<file path="config.mk">
export PLATFORM = sky130hd
export DESIGN_NAME = spqd_cell
export DESIGN_NICKNAME = d
export VERILOG_FILES = /design/src/rtl/spqd_pkg.sv /design/src/rtl/spqd_cell.sv
export SDC_FILE = /design/constraint.sdc
export NUM_CORES = 1
export LEC_CHECK = 0
export ABC_CLOCK_PERIOD_IN_PS = 1700
export BUFFER_PORTS_ARGS = -buffer_cell sky130_fd_sc_hd__buf_4
export CELL_PAD_IN_SITES_DETAIL_PLACEMENT = 0
export CELL_PAD_IN_SITES_GLOBAL_PLACEMENT = 1
export CORE_UTILIZATION = 28
export DETAILED_ROUTE_END_ITERATION = 16
export MAX_ROUTING_LAYER = met4
export PLACE_DENSITY_LB_ADDON = 0.08
export SLEW_MARGIN = 20
export SYNTH_ARGS = -nofsm -noshare
export SYNTH_HDL_FRONTEND = slang
export SYNTH_SLANG_ARGS = --single-unit
</file>
<file path="constraint.sdc">
create_clock -name clk -period 1.7 [get_ports clk]
set_input_delay 0.085 -clock clk [delete_from_list [all_inputs] [get_ports clk]]
set_output_delay 0.085 -clock clk [all_outputs]
set_load 0.05 [all_outputs]
</file>
<file path="src/rtl/spqd_pkg.sv">
package spqd_pkg;

  // Field widths
  localparam int KEY_W       = 16;
  localparam int PRI_W       = 12;
  localparam int OP_W        = 2;
  localparam int ST_W        = 2;
  localparam int CNT_W       = 5;

  // Sizes
  localparam int SPQD_CAPACITY = 16;
  localparam int MAX_RESULTS   = 16;
  localparam int LIST_W        = $clog2(MAX_RESULTS + 1);

  typedef enum logic [OP_W-1:0] {
    OP_INSERT = 2'd0,
    OP_DELETE = 2'd1,
    OP_LIST   = 2'd2,
    OP_NONE   = 2'd3
  } op_t;

  typedef enum logic [ST_W-1:0] {
    ST_OK        = 2'd0,
    ST_NOT_FOUND = 2'd1,
    ST_FULL      = 2'd2,
    ST_EMPTY     = 2'd3
  } status_t;

  // One queue entry
  typedef struct packed {
    logic [KEY_W-1:0] key;
    logic [PRI_W-1:0] pri;
  } entry_t;

  // Commands broadcast to every cell
  typedef struct packed {
    logic capture;     // latch compare flags against the incoming beat
    logic insert;      // open a slot and shift the tail right
    logic view_load;   // copy entries into the list view
    logic view_shift;  // move the list view one place toward the head
  } cell_ctrl_t;

endpackage

</file>
<file path="src/rtl/spqd_cell.sv">
module spqd_cell
  import spqd_pkg::*;
(
  input  logic       clk,
  input  cell_ctrl_t ctrl,
  input  logic       occupied,
  input  entry_t     cmp,
  input  entry_t     new_entry,
  input  entry_t     left_entry,
  input  logic       left_ge,
  input  entry_t     right_entry,
  input  entry_t     right_view,
  input  logic       del_shift,
  output entry_t     entry,
  output logic       ge,
  output logic       match,
  output entry_t     view
);

  entry_t entry_r;
  entry_t view_r;
  logic   ge_r;
  logic   match_r;

  // Compare flags, taken when a beat is accepted
  always_ff @(posedge clk) begin
    if (ctrl.capture) begin
      ge_r    <= occupied && (entry_r.pri >= cmp.pri);
      match_r <= occupied && (entry_r.key == cmp.key);
    end
  end

  // Entry storage: hold, take the new entry, or take a neighbor
  always_ff @(posedge clk) begin
    if (ctrl.insert && !ge_r) begin
      entry_r <= left_ge ? new_entry : left_entry;
    end else if (del_shift) begin
      entry_r <= right_entry;
    end
  end

  // List view: snapshot, then drains toward cell 0
  always_ff @(posedge clk) begin
    if (ctrl.view_load) begin
      view_r <= entry_r;
    end else if (ctrl.view_shift) begin
      view_r <= right_view;
    end
  end

  assign entry = entry_r;
  assign ge    = ge_r;
  assign match = match_r;
  assign view  = view_r;

endmodule

</file>
==> results of run 1 <==
worst max-delay path by stage:
| stage | from | endpoint | slack [ns] | cells after the start |
|---|---|---|---|---|
| floorplan | entry[5] | ge | -0.13 | 4 |
| global placement | entry[9] | ge | 0.10 | 4 |
| detailed placement | entry[2] | ge | 0.03 | 4 |
| CTS | entry[2] | ge | 0.01 | 4 |
| global route | entry[0] | ge | 0.005 | 5 |
| finish | entry[2] | ge | 0.08 | 4 |
stage by stage:
step | hold WS (ns) | TNS (ns) | cell area (sq um) | worst slack, ns | util
finish | 0.02921 | 0 | 5167 | 0.08460 | 0.4746
global route | 0.02683 | 0 | 5167 | 0.005000 | 0.4746
CTS | 0.01272 | 0 | 5127 | 0.01492 | 0.4709
detailed placement | 0.2976 | 0 | 4940 | 0.03189 | 0.4537
global placement | 0.3067 | 0 | 4940 | 0.1034 | 0.4537
floorplan | 0.1975 | -0.1329 | 3151 | -0.1329 | -
worst max-delay path, delay by kind of cell, from the launching register on:
family                     cells  cell delay (ns)
adders and majority gates      1             0.32
DFF                            1             0.41
AOI/OAI and AO/OA              3             0.63
area by class of cell:
cell class                      count  area [sq um]  area share
Clock buffer                       12         135.1     0.02615
Clock inverter                      4         42.54    0.008232
Inverter                           13         48.80    0.009443
Multi-Input combinational cell    165          1340      0.2593
Sequential cell                    58          1742      0.3370
Tap cell                          140         175.2     0.03390
Timing Repair Buffer              219          1684      0.3259
cells in the mapped netlist, types with 2 or more instances:
cell      instances
edfxtp_1         58
nand2_1          31
o21ai_0          30
mux2_2           28
mux2i_1          28
inv_1            13
ha_1             12
xnor2_1          12
buf_2             5
clkbuf_1          4
nand4_1           4
xor2_1            4
a211oi_1          3
buf_4             3
nor2_1            3
a21oi_1           2
nand2b_1          2
flip-flops by register name (all words and copies together), names as in the netlist:
register and cells:
match 1, ge 1, entry 28, view 28
power by group through the flow:
stage | Combinational, mW | Sequential, mW | Clock (mW)
floorplan | 0.359 | 2.42 | 0
global placement | 1.54 | 1.89 | 0
detailed placement | 1.55 | 1.90 | 0
CTS | 1.55 | 1.86 | 1.25
global route | 1.65 | 1.88 | 1.30
finish | 1.55 | 1.87 | 1.20
timing repair:
action,4_1_cts,5_1_grt
hold buffers,1,0
endpoints found under the hold margin,2,0
gates resized for setup,0,5
endpoints found under the setup margin,0,2
per-layer routing:
metal / share of wire / up-vias / track usage / wire length, microns
li1: - / 1345 / - / -
met1: 0.42 / 1156 / 0.1909 / 3902
met2: 0.50 / 119 / 0.2834 / 4655
met3: 0.063 / 12 / 0.03027 / 590
met4: 0.018 / 0 / 0.07045 / 167
met5: 0 / - / - / 0
cell families after synthesis:
logic type,count (synthesis)
adder cells (fa/ha/maj),12
XOR/XNOR,16
AND/OR/NAND/NOR,43
buffers and inverters,25
AO/OA/AOI/OAI,38
flip-flops,58
multiplexers,56
==> metrics.txt, run 1 <==
overall power 4.618 mW; Yosys reg bits 58; initial antenna violation count 0; RR Startpoint entry[2]; site row count 38; slew margin rel. 0.7812; P_leak around 2.4 nW; die width 107.9 microns; internal reg-to-reg setup slack approximately 0.085 ns; top cell type's share of synthesized area 0.5550; critical path arrival 1.70 ns; Post-Synthesis Cell Area between 0.003 and 0.004 sq mm; clk slew on worst S/H paths 0.07 ns; gp weighted congestion approximately 0.73; routed vias/inst roughly 4.3; Final Hold Violating Endpoints 0; hold_sp right_entry[4]; # setup viols final 0; CTS HTree Levels 3; count of input and output buffers 205; Final #Nets 626; CP startpoint kind flop; unrepaired setup endpoints after global routing no; adder-cell area share of the yosys netlist 0.04785; placed wire-length estimate 7461 microns; worst min path class input pin to flop; First-pass DRT Iterations 4; crit path capture type flop; Seq pwr share 0.404; post-synthesis mux area share 0.1898; combinational share of power 0.335; WS Path Type flop to flop; WP data required 1.78 ns; Mean Syn Cell Area 12.65 sq um; fillers 1034; post-synth cell types 23; Crit path largest cell delay 0.41 ns; I/O Pins just over 200; largest net degree at the start of global routing 29; drt wl/cell 15.25 microns; cell taking the most area after synthesis edfxtp_1; Core Area 0.01089 sq mm; DRT Wirelength 9316 microns; skew final 0.007150 ns; f_max between 600 and 700 MHz; EDFF count, synth 58; TritonCTS Buffers 9; Synth Instances 248; number of global-route vias before repair 2694; Synth Area in Simple Gates 0.06061; R2R depth 4; CTS Buffer Depth 2; Switch Pwr 1.528 mW; Die Height 107.9 microns; worst-margin pin slew about 0.33 ns; asr flop ratio synth 0; DP Cell Count 594; Worst path slowest cell edfxtp_1; Cells on Worst Hold Path 3; switching share of power 0.3308; run status finished clean; Max Slew Vio Count 0; worst-path cell chain ha_1, a211oi_2, a211oi_1, o41a_1; global route overflow 0; commonest register cell after synthesis edfxtp_1; post-synthesis xor/xnor area fraction 0.04466; Max-Cap Viols 0; Tmin final 1.615 ns; Finished Layout Cells 611; first-pass GRT wire length 13720 microns; Reg-to-Reg End ge; # diodes 0; Synth Net Count 408; CTS tree yes; Root Buffer clkbuf_8; Final period util 0.9502; top post-synthesis cells by area edfxtp_1 56%, mux2_2 10%, mux2i_1 8.9%, ha_1 4.8%, o21ai_0 4.8%; synth warn 0; P_int 3.090 mW; Max IR drop VDD 0.4220 mV; fraction of final layout cells with drive strength greater than 1 0.5669; most frequent cells in the layout 215 x buf_4, 58 x edfxtp_1, 31 x nand2_1; clock sinks 58; DRT iter0 DRCs 74; synth-to-layout area growth 64.67%; GRT Resource Usage Total 0.1660; # DRC 0; vias 2632; Hold Path Sink entry[4]; Final ANT Viol Nets 0; CP max FO 2; Clock power frac 0.261; complex-gate fraction of the synthesized area 0.06659; PD cells 893.6 mW/mm^2; Die ar. 0.01163 sq mm; largest family of logic cells by synthesized area multiplexers; most common cell after layout, fill and taps aside buf_4; sequential share of the synthesized area 0.5550; Starting Density 0.2882; clk_lat worst skew between 0.3 and 0.4 ns; postcts setup bufs 0
Note: power is estimated with default switching activity, not from simulation.
==> run 2: changes to the inputs <==
--- a/config.mk
+++ b/config.mk
@@ -5,11 +5,12 @@
 export SDC_FILE = /design/constraint.sdc
 export NUM_CORES = 1
 export LEC_CHECK = 0
+export ABC_AREA = 1
 export ABC_CLOCK_PERIOD_IN_PS = 1700
 export BUFFER_PORTS_ARGS = -buffer_cell sky130_fd_sc_hd__buf_4
 export CELL_PAD_IN_SITES_DETAIL_PLACEMENT = 0
 export CELL_PAD_IN_SITES_GLOBAL_PLACEMENT = 1
-export CORE_UTILIZATION = 28
+export CORE_UTILIZATION = 27
 export DETAILED_ROUTE_END_ITERATION = 16
 export MAX_ROUTING_LAYER = met4
 export PLACE_DENSITY_LB_ADDON = 0.08
==> run 2 against run 1 <==
Net effect:
- critical endpoint is now entry[2]
- design area increased by 1.0%
- combinational power decreased by 4%
- die area increased by 8.5%
- cell count increased by 22%
- first-iteration DRC count increased to 2.5 times the previous value
- count of clock-buffer cells in the layout decreased by 3
- synthesized area increased by 4.8%
- sequential power about the same
- sequential share of layout area decreased by 0.35 points
- flip-flop and latch count unchanged
- clock skew decreased by 0.0026 ns
- worst hold slack got worse by 0.0017 ns
==> metrics.txt, run 2 <==
Root Buffer clkbuf_16; PD cells 983.7 mW/mm^2 (+10%); crit path capture type flop; commonest register cell after synthesis edfxtp_1; Synth Instances 392 (+58%); routed vias/inst 4.367 (+1.4%); Tmin final 1.555 ns (-0.06090 ns); vias 3249 (+23%); die width 112.4 microns (+4.2%); WS Path Type flop to flop; f_max 643.3 MHz (+3.9%); most common cell in the synthesized netlist nand2_1; run status finished clean; critical path arrival 1.63 ns (-0.07 ns); site row count 39 (+2.6%); WP data required 1.77 ns (about the same); TritonCTS Buffers 9 (unchanged); post-synthesis xor/xnor area fraction 0.005325 (-0.03933); Post-synth top cells 132 x nand2_1, 58 x edfxtp_1, 42 x inv_1; CP startpoint kind flop; # diodes 0 (unchanged); placed wire-length estimate 8679 microns (+16%); DRT iter0 DRCs 186 (+150%); CTS tree yes; CTS Buffer Depth 2 (unchanged); DRT Wirelength 10710 microns (+15%); slew margin rel. 0.5712 (-0.2099); I/O Pins 206 (unchanged); postcts setup bufs 0 (unchanged); Seq pwr share 0.363 (-0.041); number of global-route vias before repair 3213 (+19%); worst-margin pin slew 0.6432 ns (+0.3169 ns); first-pass GRT wire length 16650 microns (+21%); Reg-to-Reg End entry[2]; # setup viols final 0 (unchanged); Synth Net Count 552 (+35%); complex-gate fraction of the synthesized area 0.1251 (+0.05856); crit path launch ge; Die ar. 0.01263 sq mm (+8.5%); EDFF count, synth 58 (unchanged); Clock power frac 0.346 (+0.085); Resized cells post-CTS 0 (unchanged); First-pass DRT Iterations 4 (unchanged); skew final 0.004537 ns (-0.002614 ns); Final #Nets 756 (+21%); GRT Resource Usage Total 0.1795 (+0.01344); initial antenna violation count 0 (unchanged); P_leak 2.613 nW (+9.4%); global route overflow 0 (unchanged); top cell type's share of synthesized area 0.5295 (-0.02555); clk_lat worst skew 0.32 ns (about the same); post-synth cell types 23 (unchanged); RR Startpoint ge; CTS HTree Levels 3 (unchanged); combinational share of power 0.290 (-0.045); internal reg-to-reg setup slack 0.15 ns (+0.06 ns); Max IR drop VDD 0.3824 mV (-9.4%); worst min path class input pin to flop; Switch Pwr 1.685 mW (+10%); P_int 3.451 mW (+12%); Yosys reg bits 58 (unchanged); synth-to-layout area growth 58.73%; # DRC 0 (unchanged); Layout Utilization 0.4477 (-0.02691); gp weighted congestion 0.8314 (+14%); most frequent cells in the layout 207 x buf_4, 132 x nand2_1, 58 x edfxtp_1; drt wl/cell 14.39 microns (-5.6%); clk slew on worst S/H paths 0.05 ns (-0.02 ns); switching share of power 0.3282 (-0.002655); Max Slew Vio Count 0 (unchanged); largest family of logic cells by synthesized area simple AND/OR/NAND/NOR gates; cell taking the most area after synthesis edfxtp_1; Mean Syn Cell Area 8.391 sq um (-34%); Final period util 0.9144 (-0.03582); top post-synthesis cells by area edfxtp_1 53%, nand2_1 15%, o21ai_1 6.1%, o21ai_0 4.9%, inv_1 4.8%; Core Area 0.01166 sq mm (+7.1%); Max-Cap Viols 0 (unchanged); Final ANT Viol Nets 0 (unchanged); Critical Path End entry[2]; clock sinks 58 (unchanged); Starting Density 0.2821 (-0.006158); most common cell after layout, fill and taps aside buf_4; adder-cell area share of the yosys netlist 0.04564 (-0.002202); asr flop ratio synth 0 (unchanged); R2R depth 4 (unchanged); sequential share of the synthesized area 0.5295 (-0.02555); Post-Synthesis Cell Area 0.003289 sq mm (+4.8%); fraction of final layout cells with drive strength greater than 1 0.3827 (-0.1842); Synth Area in Simple Gates 0.2092 (+0.1486); post-synthesis mux area share 0 (-0.1898); Post-Route Setup TNS 0 ns (unchanged); Die Height 112.4 microns (+4.2%); unrepaired setup endpoints after global routing no; synth warn 0 (unchanged); largest net degree at the start of global routing 43 (+48%); Final Hold Violating Endpoints 0 (unchanged); count of input and output buffers 205 (unchanged); CP max FO 13 (+11)
## run 2: worst min-delay path by stage
stage / start / end / slack [ns] / depth (start not counted)
finish: right_view[11] / view[11] / 0.03 / 3
global route: right_view[27] / view[27] / 0.02 / 3
CTS: right_view[8] / view[8] / 0.02 / 3
detailed placement: ctrl[3] / ge / 0.32 / 1
global placement: ctrl[3] / ge / 0.32 / 1
floorplan: ctrl[3] / ge / 0.20 / 0
## run 2: cell families (layout without fill, tap and decap cells)
family,count (synthesis),after routing
simple gates,179,179
compound gates,81,81
buf+inv,60,269
flops,58,58
fa+ha+maj,12,12
xor+xnor,2,2
## run 2: layout make-up
cell class	instances	area [sq um]
Clock buffer	9	225.2
Clock inverter	7	70.07
Fill cell	1193	6441
Inverter	45	171.4
Multi-Input combinational cell	274	1270
Sequential cell	58	1742
Tap cell	143	178.9
Timing Repair Buffer	208	1564
## run 2: power by group through the flow
stage | clock [mW] | sequential, mW | combinational (mW)
6_report | 1.78 | 1.87 | 1.49
3_5_place_dp | 0 | 1.90 | 1.50
5_1_grt | 1.89 | 1.89 | 1.61
4_1_cts | 1.81 | 1.87 | 1.51
3_3_place_gp | 0 | 1.89 | 1.50
2_1_floorplan | 0 | 2.39 | 0.384
## run 2: worst max-delay path, cell delays in order, from the launching register on
cell	delay (ns)
edfxtp_1	0.46
nor2_4	0.18
buf_4	0.19
o21ai_0	0.09
o21ai_0	0.38
## run 2: routing by layer
metal	vias to the layer above	wire [microns]	global-route usage
met5	-	0	-
met4	0	129	0.05511
met3	10	878	0.04806
met2	147	4761	0.2696
met1	1405	4936	0.2361
li1	1687	-	-
## run 2: repair_timing
| action | CTS | global route |
|---|---|---|
| hold endpoints to repair | 2 | 0 |
| hold buffers | 1 | 0 |
| endpoints found under the setup margin | 0 | 0 |
## run 2: stage by stage
stage / setup slack [ns] / instance area (sq um) / instances / hold WS [ns] / power [mW]
after floorplan: 0.009638 / 3292 / 392 / 0.1975 / 2.774
after global placement: 0.2007 / 4916 / 727 / 0.3209 / 3.395
after detailed placement: 0.1872 / 4916 / 727 / 0.3222 / 3.404
after CTS: 0.1596 / 5221 / 744 / 0.01936 / 5.195
after global routing: 0.06682 / 5221 / 744 / 0.02150 / 5.386
final: 0.1455 / 5221 / 744 / 0.02754 / 5.136
